==> src/rtl/pid_controller_variable_dt_macros.svh <==
// assertion macros for the pid controller block
`ifndef PID_CONTROLLER_VARIABLE_DT_MACROS_SVH
`define PID_CONTROLLER_VARIABLE_DT_MACROS_SVH

// same-cycle implication, checked outside reset
`define PIDVDT_ASSERT_IMPL(label, clk, rst_n, ante, cons) \
  label: assert property (@(posedge clk) disable iff (!rst_n) (ante) |-> (cons)) \
    else $error("pid controller check failed");

// next-cycle implication, checked outside reset
`define PIDVDT_ASSERT_NEXT(label, clk, rst_n, ante, cons) \
  label: assert property (@(posedge clk) disable iff (!rst_n) (ante) |=> (cons)) \
    else $error("pid controller check failed");

`endif

==> src/rtl/pidvdt_pkg.sv <==
// shared types, constants, arithmetic helpers and microcode table
package pidvdt_pkg;

  localparam int CFG_IDX_W = 3;
  localparam int STEP_W = 4;
  localparam int DIV_CNT_W = 6;

  // config register indexes
  typedef enum logic [CFG_IDX_W-1:0] {
    REG_SETPOINT   = 3'd0,
    REG_GAIN_P     = 3'd1,
    REG_GAIN_I     = 3'd2,
    REG_GAIN_D     = 3'd3,
    REG_LIMIT_LOW  = 3'd4,
    REG_LIMIT_HIGH = 3'd5
  } reg_idx_t;

  localparam logic [31:0] MS_PER_S = 32'd1000;
  localparam logic signed [31:0] S32_MAX = 32'sh7fffffff;
  localparam logic signed [31:0] S32_MIN = 32'sh80000000;
  localparam logic signed [64:0] WIDE_MAX = 65'sd2147483647;
  localparam logic signed [64:0] WIDE_MIN = -65'sd2147483648;

  // divider: two quotient bits per cycle by dt, 16-bit digits by 1000
  localparam int DIV_BITS_PER_CYCLE = 2;
  localparam logic [DIV_CNT_W-1:0] DIV_MS_CYCLES = 6'd8;
  localparam logic [DIV_CNT_W-1:0] DIV_SHORT_CYCLES = 6'd22;
  localparam int DIV_SHORT_SHIFT = 64 - DIV_BITS_PER_CYCLE * 22;
  // ceil(2^36 / 1000), exact for digit chunks below 2^26
  localparam logic [26:0] DIV_MS_RECIP = 27'd68719477;
  localparam int DIV_MS_SHIFT = 36;

  typedef logic [STEP_W-1:0] step_t;

  typedef enum logic [2:0] {
    MUL_NONE, MUL_ERR_KP, MUL_ERR_KI, MUL_DM_KD, MUL_QI_DT, MUL_QD_MS
  } mul_sel_t;

  typedef enum logic [1:0] {Q_NONE, Q_P, Q_QI, Q_QD} q_dst_t;
  typedef enum logic [1:0] {DIV_NONE, DIV_BY_MS, DIV_BY_DT} div_op_t;
  typedef enum logic [1:0] {RES_NONE, RES_INTEGRAL, RES_DTERM} res_dst_t;
  typedef enum logic [1:0] {OUT_NONE, OUT_FULL, OUT_P} out_op_t;

  typedef enum logic [2:0] {
    JMP_NEXT, JMP_WAIT_IN, JMP_SKIP, JMP_WAIT_DIV, JMP_WAIT_OUT, JMP_GOTO
  } jmp_t;

  // one microcode word
  typedef struct packed {
    logic     take_in;
    logic     prep;
    mul_sel_t mul_sel;
    q_dst_t   q_dst;
    div_op_t  div_op;
    res_dst_t res_dst;
    out_op_t  out_op;
    jmp_t     jmp;
    step_t    target;
  } ctrl_t;

  // datapath status seen by the sequencer
  typedef struct packed {
    logic in_take;
    logic skip;
    logic div_busy;
    logic out_busy;
  } cond_t;

  typedef struct packed {
    logic               start;
    logic               by_dt;
    logic signed [63:0] dividend;
    logic [31:0]        divisor;
  } div_req_t;

  typedef struct packed {
    logic               busy;
    logic signed [63:0] quot;
  } div_res_t;

  // program steps
  localparam step_t ST_IDLE    = 4'd0;
  localparam step_t ST_PREP    = 4'd1;
  localparam step_t ST_MUL_P   = 4'd2;
  localparam step_t ST_MUL_I   = 4'd3;
  localparam step_t ST_MUL_D   = 4'd4;
  localparam step_t ST_MUL_DT  = 4'd5;
  localparam step_t ST_DIV_MS  = 4'd6;
  localparam step_t ST_WAIT_MS = 4'd7;
  localparam step_t ST_DIV_DT  = 4'd8;
  localparam step_t ST_WAIT_DT = 4'd9;
  localparam step_t ST_OUT     = 4'd10;
  localparam step_t ST_OUT_P   = 4'd11;

  localparam ctrl_t CTRL_NOP = '{
    take_in: 1'b0, prep: 1'b0, mul_sel: MUL_NONE, q_dst: Q_NONE,
    div_op: DIV_NONE, res_dst: RES_NONE, out_op: OUT_NONE,
    jmp: JMP_NEXT, target: ST_IDLE
  };

  // control store
  function automatic ctrl_t ucode(input step_t s);
    ctrl_t c;
    c = CTRL_NOP;
    unique case (s)
      ST_IDLE: begin
        c.take_in = 1'b1;
        c.jmp = JMP_WAIT_IN;
      end
      ST_PREP: begin
        c.prep = 1'b1;
      end
      ST_MUL_P: begin
        c.mul_sel = MUL_ERR_KP;
      end
      ST_MUL_I: begin
        c.q_dst = Q_P;
        c.mul_sel = MUL_ERR_KI;
        c.jmp = JMP_SKIP;
        c.target = ST_OUT_P;
      end
      ST_MUL_D: begin
        c.q_dst = Q_QI;
        c.mul_sel = MUL_DM_KD;
      end
      ST_MUL_DT: begin
        c.q_dst = Q_QD;
        c.mul_sel = MUL_QI_DT;
      end
      ST_DIV_MS: begin
        c.mul_sel = MUL_QD_MS;
        c.div_op = DIV_BY_MS;
      end
      ST_WAIT_MS: begin
        c.res_dst = RES_INTEGRAL;
        c.jmp = JMP_WAIT_DIV;
      end
      ST_DIV_DT: begin
        c.div_op = DIV_BY_DT;
      end
      ST_WAIT_DT: begin
        c.res_dst = RES_DTERM;
        c.jmp = JMP_WAIT_DIV;
      end
      ST_OUT: begin
        c.out_op = OUT_FULL;
        c.jmp = JMP_WAIT_OUT;
        c.target = ST_IDLE;
      end
      ST_OUT_P: begin
        c.out_op = OUT_P;
        c.jmp = JMP_WAIT_OUT;
        c.target = ST_IDLE;
      end
      default: begin
        c.jmp = JMP_GOTO;
        c.target = ST_IDLE;
      end
    endcase
    return c;
  endfunction

  function automatic logic signed [64:0] sx65(input logic signed [31:0] v);
    return $signed({{33{v[31]}}, v});
  endfunction

  // saturate to the signed 32-bit range
  function automatic logic signed [31:0] sat32(input logic signed [64:0] x);
    logic signed [31:0] r;
    if (x > WIDE_MAX) begin
      r = S32_MAX;
    end else if (x < WIDE_MIN) begin
      r = S32_MIN;
    end else begin
      r = x[31:0];
    end
    return r;
  endfunction

  // q16.16 product: floor by 2^16, then saturate
  function automatic logic signed [31:0] qfix(input logic signed [63:0] p);
    logic signed [47:0] s;
    s = p[63:16];
    return sat32($signed({{17{s[47]}}, s}));
  endfunction

  // upper limit first, lower limit second
  function automatic logic signed [31:0] clamp_lim(input logic signed [64:0] x,
                                                   input logic signed [31:0] lo,
                                                   input logic signed [31:0] hi);
    logic signed [64:0] r;
    r = x;
    if (r > sx65(hi)) begin
      r = sx65(hi);
    end
    if (r < sx65(lo)) begin
      r = sx65(lo);
    end
    return r[31:0];
  endfunction

endpackage

==> src/rtl/pidvdt_dpath.sv <==
// datapath: config registers, state, shared multiplier, output register
module pidvdt_dpath (
  input  logic                        clk,
  input  logic                        rst_n,
  input  logic                        cfg_we,
  input  logic [pidvdt_pkg::CFG_IDX_W-1:0] cfg_index,
  input  logic [31:0]                 cfg_wdata,
  input  logic                        in_valid,
  output logic                        in_stall,
  input  logic signed [31:0]          in_measured_value,
  input  logic [31:0]                 in_time_ms,
  output logic                        out_valid,
  input  logic                        out_stall,
  output logic signed [31:0]          out_drive_value,
  input  pidvdt_pkg::ctrl_t           ctrl,
  output pidvdt_pkg::cond_t           cond,
  output pidvdt_pkg::div_req_t        div_req,
  input  pidvdt_pkg::div_res_t        div_res
);
  import pidvdt_pkg::*;

  logic signed [31:0] setpoint_r, gain_p_r, gain_i_r, gain_d_r;
  logic signed [31:0] limit_low_r, limit_high_r;
  logic [31:0]        last_time_r;
  logic signed [31:0] last_measure_r, integral_r;
  logic signed [31:0] meas_r;
  logic [31:0]        now_r, dt_r;
  logic signed [31:0] error_r, dm_r, p_r, qi_r, qd_r, dterm_r;
  logic signed [63:0] prod_r;
  logic signed [31:0] drive_r;
  logic               out_valid_r;
  logic signed [32:0] mul_a, mul_b;
  logic signed [65:0] prod_full;
  logic signed [31:0] q_val;
  logic signed [64:0] full_sum;
  logic               in_take, out_busy, res_wr, out_wr;

  assign in_stall = !ctrl.take_in;
  assign in_take  = in_valid && ctrl.take_in;
  assign out_busy = out_valid_r && out_stall;
  assign res_wr   = (ctrl.res_dst != RES_NONE) && !div_res.busy;
  assign out_wr   = (ctrl.out_op != OUT_NONE) && !out_busy;

  assign cond.in_take  = in_take;
  assign cond.skip     = (last_time_r == '0) || (dt_r == '0);
  assign cond.div_busy = div_res.busy;
  assign cond.out_busy = out_busy;

  // config registers
  always_ff @(posedge clk) begin
    if (!rst_n) begin
      setpoint_r   <= '0;
      gain_p_r     <= '0;
      gain_i_r     <= '0;
      gain_d_r     <= '0;
      limit_low_r  <= S32_MIN;
      limit_high_r <= S32_MAX;
    end else if (cfg_we) begin
      unique case (reg_idx_t'(cfg_index))
        REG_SETPOINT:   setpoint_r   <= cfg_wdata;
        REG_GAIN_P:     gain_p_r     <= cfg_wdata;
        REG_GAIN_I:     gain_i_r     <= cfg_wdata;
        REG_GAIN_D:     gain_d_r     <= cfg_wdata;
        REG_LIMIT_LOW:  limit_low_r  <= cfg_wdata;
        REG_LIMIT_HIGH: limit_high_r <= cfg_wdata;
        default: ;
      endcase
    end
  end

  // multiplier operand select
  always_comb begin
    unique case (ctrl.mul_sel)
      MUL_ERR_KP: begin
        mul_a = {error_r[31], error_r};
        mul_b = {gain_p_r[31], gain_p_r};
      end
      MUL_ERR_KI: begin
        mul_a = {error_r[31], error_r};
        mul_b = {gain_i_r[31], gain_i_r};
      end
      MUL_DM_KD: begin
        mul_a = {dm_r[31], dm_r};
        mul_b = {gain_d_r[31], gain_d_r};
      end
      MUL_QI_DT: begin
        mul_a = {qi_r[31], qi_r};
        mul_b = {1'b0, dt_r};
      end
      MUL_QD_MS: begin
        mul_a = {qd_r[31], qd_r};
        mul_b = {1'b0, MS_PER_S};
      end
      default: begin
        mul_a = '0;
        mul_b = '0;
      end
    endcase
  end

  assign prod_full = mul_a * mul_b;
  assign q_val = qfix(prod_r);
  assign full_sum = sx65(p_r) + sx65(dterm_r) + sx65(integral_r);

  // divider request
  assign div_req.start    = (ctrl.div_op != DIV_NONE);
  assign div_req.by_dt    = (ctrl.div_op == DIV_BY_DT);
  assign div_req.dividend = prod_r;
  assign div_req.divisor  = (ctrl.div_op == DIV_BY_DT) ? dt_r : MS_PER_S;

  // working registers
  always_ff @(posedge clk) begin
    if (in_take) begin
      meas_r <= in_measured_value;
      now_r  <= in_time_ms;
    end
    if (ctrl.prep) begin
      error_r <= sat32(sx65(setpoint_r) - sx65(meas_r));
      dm_r    <= sat32(sx65(last_measure_r) - sx65(meas_r));
      dt_r    <= now_r - last_time_r;
    end
    if (ctrl.mul_sel != MUL_NONE) begin
      prod_r <= prod_full[63:0];
    end
    unique case (ctrl.q_dst)
      Q_P:     p_r  <= q_val;
      Q_QI:    qi_r <= q_val;
      Q_QD:    qd_r <= q_val;
      default: ;
    endcase
    if (res_wr && (ctrl.res_dst == RES_DTERM)) begin
      dterm_r <= sat32($signed({div_res.quot[63], div_res.quot}));
    end
    if (out_wr) begin
      drive_r <= (ctrl.out_op == OUT_FULL)
                 ? clamp_lim(full_sum, limit_low_r, limit_high_r)
                 : clamp_lim(sx65(p_r), limit_low_r, limit_high_r);
    end
  end

  // controller state
  always_ff @(posedge clk) begin
    if (!rst_n) begin
      last_time_r    <= '0;
      last_measure_r <= '0;
      integral_r     <= '0;
    end else begin
      if (res_wr && (ctrl.res_dst == RES_INTEGRAL)) begin
        integral_r <= clamp_lim(sx65(integral_r)
                                + $signed({div_res.quot[63], div_res.quot}),
                                limit_low_r, limit_high_r);
      end
      if (out_wr) begin
        last_time_r    <= now_r;
        last_measure_r <= meas_r;
      end
    end
  end

  // output valid
  always_ff @(posedge clk) begin
    if (!rst_n) begin
      out_valid_r <= 1'b0;
    end else if (out_wr) begin
      out_valid_r <= 1'b1;
    end else if (out_valid_r && !out_stall) begin
      out_valid_r <= 1'b0;
    end
  end

  assign out_valid = out_valid_r;
  assign out_drive_value = drive_r;

endmodule

==> config.mk <==
export PLATFORM = sky130hd
export DESIGN_NAME = pidvdt_dpath
export DESIGN_NICKNAME = d
export VERILOG_FILES = /design/src/rtl/pid_controller_variable_dt_macros.svh /design/src/rtl/pidvdt_pkg.sv /design/src/rtl/pidvdt_dpath.sv
export SDC_FILE = /design/constraint.sdc
export NUM_CORES = 2
export LEC_CHECK = 0
export BUFFER_PORTS_ARGS = -buffer_cell sky130_fd_sc_hd__buf_2
export CAP_MARGIN = 20
export CORE_MARGIN = 2
export CORE_UTILIZATION = 35
export CTS_CLUSTER_SIZE = 10
export DETAILED_ROUTE_END_ITERATION = 6
export HOLD_SLACK_MARGIN = 0.05
export MAX_ROUTING_LAYER = met4
export PLACE_DENSITY = 0.5
export SLEW_MARGIN = 25
export SYNTH_ARGS = -nofsm -noshare
export SYNTH_HDL_FRONTEND = slang
export SYNTH_SLANG_ARGS = --single-unit
==> constraint.sdc <==
create_clock -name clk -period 12.93 [get_ports clk]
set_input_delay 1.293 -clock clk [delete_from_list [all_inputs] [get_ports clk]]
set_output_delay 1.293 -clock clk [all_outputs]
set_load 0.01 [all_outputs]
# Yosys cells after proc, flatten, opt, wreduce, memory -nomap -nowiden
# Cells that the tools add are included.
[totals] inputBits=189 out_inout_bits=136 ff_bits=673
[op_classes] multipliers=1 magnitude_cmp=14 muxes=21 eq_ne=17 addsub=6 n_reduce_logical=27
[ops] operator="$mux W65" n=7
[ops] operator="$mux W32" n=10
[ops] operator="$lt A65 B32 Y1" n=3
[ops] operator="$pmux W33 S5" n=1
[ops] operator="$pmux W33 S4" n=1
[ops] operator="$gt A33 B32 Y1 const B" n=2
[ops] operator="$lt A33 B32 Y1 const B" n=2
[ops] operator="$sub A32 B32 Y33" n=2
[ops] operator="$add A32 B64 Y65" n=1
[ops] operator="$gt A65 B32 Y1" n=1
[ops] operator="$gt A64 B32 Y1 const B" n=1
[ops] operator="$logic_not A32 Y1" n=2
[ops] operator="$lt A64 B32 Y1 const B" n=1
[ops] operator="$mul A33 B33 Y64" n=1
[ops] operator="$gt A48 B32 Y1 const B" n=1
[ops] operator="$lt A48 B32 Y1 const B" n=1
[ops] operator="$add A33 B32 Y34" n=1
[ops] operator="$gt A34 B32 Y1" n=1
[ops] operator="$add A32 B32 Y33" n=1
[ops] operator="$gt A32 B32 Y1" n=1
[ops] operator="$sub A32 B32 Y32" n=1
[ops] operator="$eq A3 B2 Y1 const B" n=4
[ops] operator="$eq A3 B3 Y1 const B" n=4
[ops] operator="$reduce_and A2 Y1" n=6
[ops] operator="11 further kinds" n=30

# Longest topological paths before layout
[depth] ltp_word=8 depth_mapped=41

# Worst setup path before layout
# No wires, ideal clock.
[synth_timing] path_kind="in2reg" startpoint="input port ctrl[15] (netlist name)" endpoint="register prod_r[52], data pin" setup_ps=260 slack_ps=2495 cell_stages=37 t_arrival_ps=10175 path_cell_list="nor2b_1 nor2b_1 clkbuf_1 or2_2 clkbuf_1 clkbuf_1 nand2_1 a31oi_1 clkbuf_1 nand2_1 fa_1 inv_1 fa_1 fa_1 inv_1 fa_1 inv_1 fa_1 inv_1 fa_1 inv_1 fa_1 inv_1 fa_1 inv_1 ha_1 and3_1 nand2_1 o31a_1 and3_1 a21o_1 o31a_1 o21a_1 o211ai_1 a31o_2 a31oi_1 xnor2_1"
[synth_via] elab_chain_len=4 word_cells_on_any_way=9 cone_classes="1 x mul; 5 x eq/ne; 2 x mux; 1 x reduce/logical"
[synth_rtl] element="start, declared" line_no="pidvdt_dpath.sv:15" source="input pidvdt_pkg::ctrl_t ctrl,"
[synth_rtl] element="$eq A3 B2 Y1 / $eq A3 B1 Y1 (equally long branches)" line_no="pidvdt_dpath.sv:73" source="unique case (ctrl.mul_sel)"
[synth_rtl] element="$reduce_or A2 Y1 (no source line)"
[synth_rtl] element="$pmux W33 S4" line_no="pidvdt_dpath.sv:73"
[synth_rtl] element="$mul A33 B33 Y64 (*)" line_no="pidvdt_dpath.sv:101" source="assign prod_full = mul_a * mul_b;"
[synth_rtl] element="named net prod_full[52]" line_no="pidvdt_dpath.sv:33" source="logic signed [65:0] prod_full;"
[synth_rtl] element="end signal, assigned" line_no="pidvdt_dpath.sv:123" source="prod_r <= prod_full[63:0];"
[synth_rtl] element="end, declared" line_no="pidvdt_dpath.sv:29" source="logic signed [63:0] prod_r;"
# Mark *: on every way through the listed nets, which the timed path passes. The rest lies on a longest branch.
# A chain may end at the register's enable or synchronous reset.

# Worst setup path in the final report
[layout_timing] startpoint="input port ctrl[16] (netlist name)" endpoint="register prod_r[63], data pin"
# The elaborated chain is that of the path after synthesis.

==> impl_metrics.prom <==
# TYPE chip_impl_metric gauge
chip_impl_info{name="postSynth.topFlopCell",value="edfxtp_1"} 1
chip_impl_metric{name="initial_antenna_violation_count",unit=""} 26
chip_impl_info{name="crit-reg2reg-launch",value="p_r[1]"} 1
chip_impl_metric{name="dr_total_vias",unit=""} 65100
chip_impl_metric{name="combPwrFrac",unit=""} 0.443
chip_impl_metric{name="cts-root-to-sink-buffers",unit=""} 3
chip_impl_metric{name="reg2reg_depth",unit=""} 35
chip_impl_metric{name="placeable_core_region",unit="µm²"} 230000
chip_impl_metric{name="req_time_crit_path",unit="ps"} 13410
chip_impl_metric{name="post-route-min-period",unit="ps"} 11710
chip_impl_metric{name="cts_resized",unit=""} 0
chip_impl_info{name="timing.critical_path.slowest_stage_cell",value="and2_1"} 1
chip_impl_metric{name="dr.pass1.iters",unit=""} 6
chip_impl_info{name="synth.area.top_cells",value="fa_1 28%, edfxtp_1 14%, ha_1 10%"} 1
chip_impl_metric{name="route.detailed.vias_per_inst",unit=""} 5.31
chip_impl_metric{name="synth.top_cell.area_share",unit=""} 0.283
chip_impl_metric{name="nets",unit=""} 11100
chip_impl_metric{name="synth_sequential_area_ratio",unit=""} 0.215
chip_impl_metric{name="cts_num_sinks",unit=""} 673
chip_impl_metric{name="first_pass_grt_wire_length",unit="mm"} 445
chip_impl_info{name="critical_path.reg2reg.endpoint",value="out_drive_value[28]"} 1
chip_impl_metric{name="drc",unit=""} 0
chip_impl_info{name="rsz0062_at_grt",value="false"} 1
chip_impl_metric{name="io_pins",unit=""} 325
chip_impl_metric{name="largest_register_ff_count",unit=""} 64
chip_impl_metric{name="synth_area",unit="µm²"} 80700
chip_impl_metric{name="power_per_cell_area",unit="nW/µm²"} 111
chip_impl_metric{name="post_drt_wl_per_cell",unit="µm"} 24.5
chip_impl_info{name="cp_common_cell",value="fa_1"} 1
chip_impl_metric{name="crit_arrival",unit="ps"} 12200
chip_impl_metric{name="grtUsageTotal",unit=""} 0.263
chip_impl_info{name="hold_path_class",value="reg2reg"} 1
chip_impl_info{name="worst-setup-path-type",value="in2reg"} 1
chip_impl_metric{name="p_int",unit="µW"} 5690
chip_impl_info{name="setup.worst_path.end_class",value="flip-flop"} 1
chip_impl_metric{name="fin_total_pwr",unit="µW"} 9960
chip_impl_metric{name="max_freq",unit="MHz"} 85.4
chip_impl_info{name="most-common-layout-cells",value="1760 x nand2_1, 1366 x inv_1, 1142 x fa_1"} 1
chip_impl_metric{name="slew_violations",unit=""} 0
chip_impl_metric{name="die_w",unit="µm"} 484
chip_impl_metric{name="timing.final.crit_share",unit=""} 0.906
chip_impl_metric{name="async_flop_share",unit=""} 0
chip_impl_metric{name="synth.ff_latch_count",unit=""} 673
chip_impl_metric{name="drt_first_iter_violations",unit=""} 5305
chip_impl_metric{name="globalRoute.totalOverflow",unit=""} 0
chip_impl_metric{name="slew_headroom",unit=""} 0.313
chip_impl_metric{name="syn-num-nets",unit=""} 10900
chip_impl_metric{name="grt_start_max_net_pins",unit=""} 101
chip_impl_metric{name="post-cts-setup-buffers",unit=""} 0
chip_impl_info{name="layout.cells.most_common",value="nand2_1"} 1
chip_impl_metric{name="largest_stage_delay_on_the_critical_path",unit="ps"} 740
chip_impl_metric{name="std_cell_rows",unit=""} 176
chip_impl_info{name="start_kind",value="input port"} 1
chip_impl_metric{name="worst-slew-pin-transition",unit="ps"} 1030
chip_impl_metric{name="largest_fanout_on_the_critical_path",unit=""} 18
chip_impl_metric{name="power.static_leakage",unit="µW"} 0.0409
chip_impl_metric{name="holdWs",unit="ps"} 465
chip_impl_metric{name="die_height",unit="µm"} 484
chip_impl_info{name="synth_top_cell_by_area",value="fa_1"} 1
chip_impl_metric{name="fin_skew",unit="ps"} 93.5
chip_impl_metric{name="maxCapViolations",unit=""} 0
chip_impl_info{name="top_register",value="prod_r"} 1
chip_impl_info{name="worstHoldStart",value="gain_i_r[26]"} 1
chip_impl_metric{name="port_buffers",unit=""} 317
chip_impl_metric{name="total_switching_power",unit="µW"} 4270
chip_impl_metric{name="totalWireLength",unit="mm"} 301
chip_impl_info{name="hold-path-endpoint",value="gain_i_r[26]"} 1
chip_impl_metric{name="finalHoldViolCount",unit=""} 0
chip_impl_metric{name="h_tree_levels",unit=""} 3
chip_impl_metric{name="synthToLayoutAreaGrowth",unit="%"} 11.1
chip_impl_metric{name="insertion_delay",unit="ps"} 770
chip_impl_metric{name="die_footprint",unit="µm²"} 234000
chip_impl_metric{name="swShare",unit=""} 0.428
chip_impl_metric{name="ir_drop",unit="mV"} 0.104
chip_impl_metric{name="timing.final.setup_violations",unit=""} 0
chip_impl_info{name="cts_tree",value="yes"} 1
chip_impl_metric{name="ys_types",unit=""} 96
chip_impl_metric{name="layout-drive-gt1-share",unit=""} 0.0980
chip_impl_metric{name="syn_inst",unit=""} 8923
chip_impl_metric{name="synth.avg_cell_area",unit="µm²"} 9.04
chip_impl_metric{name="place.gp.congestion",unit=""} 0.931
chip_impl_metric{name="p_seq_frac",unit=""} 0.302
chip_impl_metric{name="setup_tns",unit="ps"} 0
chip_impl_metric{name="clock_power_share",unit=""} 0.256
chip_impl_metric{name="number_of_buffers_created_by_cts",unit=""} 89
chip_impl_info{name="clock_tree.root_cell",value="clkbuf_16"} 1
chip_impl_metric{name="place.detailed.hpwl",unit="mm"} 243
chip_impl_metric{name="ant_nets",unit=""} 0
chip_impl_metric{name="r2r_slack",unit="ps"} 1940
chip_impl_metric{name="synth_enable_flop_cells",unit=""} 384
chip_impl_metric{name="reg_clk_slew_reported_paths",unit="ps"} 60
chip_impl_metric{name="number_of_global_route_vias_before_repair",unit=""} 66700
chip_impl_metric{name="worst_hold_path.num_cells",unit=""} 2
chip_impl_metric{name="floorplan.initialDensity",unit=""} 0.351
chip_impl_metric{name="synth_warnings",unit=""} 0
chip_impl_info{name="status",value="complete, no violations"} 1
chip_impl_metric{name="cts.hold.buffers_added",unit=""} 0
## cells in the mapped netlist, types with 16 or more instances
cell      count
fa_1       1142
nand4_1      80
o21a_1       40
o31ai_1      17
xnor2_1     169
nand2_1    1761
o21bai_1     43
a31o_2       25
dfxtp_1     289
ha_1        663
mux2i_1      45
and3_1       27
a22oi_1      52
edfxtp_1    384
nand3_1     106
nor4_1       41
a31oi_1      53
inv_1      1367
nor3_1       61
nor2b_1      65
or2_2        17
a211oi_1     62
xor2_1       64
o21ai_0     277
o211ai_1     48
mux2_2       68
a21boi_0    234
nor2_1      391
and2_1      141
a21oi_1     367
a21o_1      152
clkbuf_1    356
o221a_2      16
nand2b_1     69
## cell type report
| class | instances | area [µm²] |
|---|---|---|
| Fill cell | 23100 | 140000 |
| Sequential cell | 673 | 17300 |
| Antenna cell | 10 | 25.0 |
| Timing Repair Buffer | 527 | 3250 |
| Multi-Input combinational cell | 6496 | 57200 |
| Tap cell | 3026 | 3790 |
| Clock buffer | 142 | 2640 |
| Clock inverter | 24 | 323 |
| Inverter | 1368 | 5140 |
## critical path, delay by kind of cell
family	cells	cell delay, ps
fa+ha+maj	10	5140
xor+xnor	1	150
buf+inv	7	1170
simple gates	6	2170
compound gates	9	2220
## metrics by stage
| stage | area (µm²) | setup WS [ps] | cells | utilization |
|---|---|---|---|---|
| 2_1_floorplan | 80700 | 2500 | 8923 | - |
| 3_3_place_gp | 86700 | 505 | 12100 | 0.377 |
| 3_5_place_dp | 86700 | 493 | 12100 | 0.377 |
| 4_1_cts | 89600 | 1270 | 12300 | 0.390 |
| 5_1_grt | 89600 | 816 | 12300 | 0.390 |
| 6_report | 89700 | 1220 | 12300 | 0.390 |
## kinds of logic (layout without fill, tap and decap cells)
kind of cell    count (synthesis)  count (layout)  share of synthesized area
flops                         673             673                      0.215
fa+ha+maj                    1805            1805                      0.386
compound gates               1536            1536                      0.126
xor+xnor                      234             234                     0.0256
other cells                     0              10                          0
mux                           113             113                     0.0151
buf+inv                      1754            2061                     0.0824
simple gates                 2808            2808                      0.150
## per-layer routing
metal,vias up,wire (µm),GRT usage
li1,29500,-,-
met1,32900,133000,0.353
met2,2194,136000,0.409
met3,516,17700,0.0316
met4,0,13400,0.0957
met5,-,0,-
## power by group through the flow
stage | combinational [µW] | clock, µW | sequential (µW)
2_1_floorplan | 2740 | 0 | 2820
3_3_place_gp | 4330 | 0 | 3040
3_5_place_dp | 4350 | 0 | 3040
4_1_cts | 4390 | 2600 | 3000
5_1_grt | 4850 | 2680 | 3010
6_report | 4410 | 2550 | 3010
## how the worst max path moves through the flow
| stage | slack [ps] | end | from |
|---|---|---|---|
| 2_1_floorplan | 2500 | prod_r[52] | ctrl[15] |
| 3_3_place_gp | 500 | prod_r[63] | ctrl[16] |
| 3_5_place_dp | 490 | prod_r[63] | ctrl[16] |
| 4_1_cts | 1270 | prod_r[63] | ctrl[16] |
| 5_1_grt | 820 | prod_r[63] | ctrl[16] |
| 6_report | 1220 | prod_r[63] | ctrl[16] |
(Power assumes the default switching activity.)
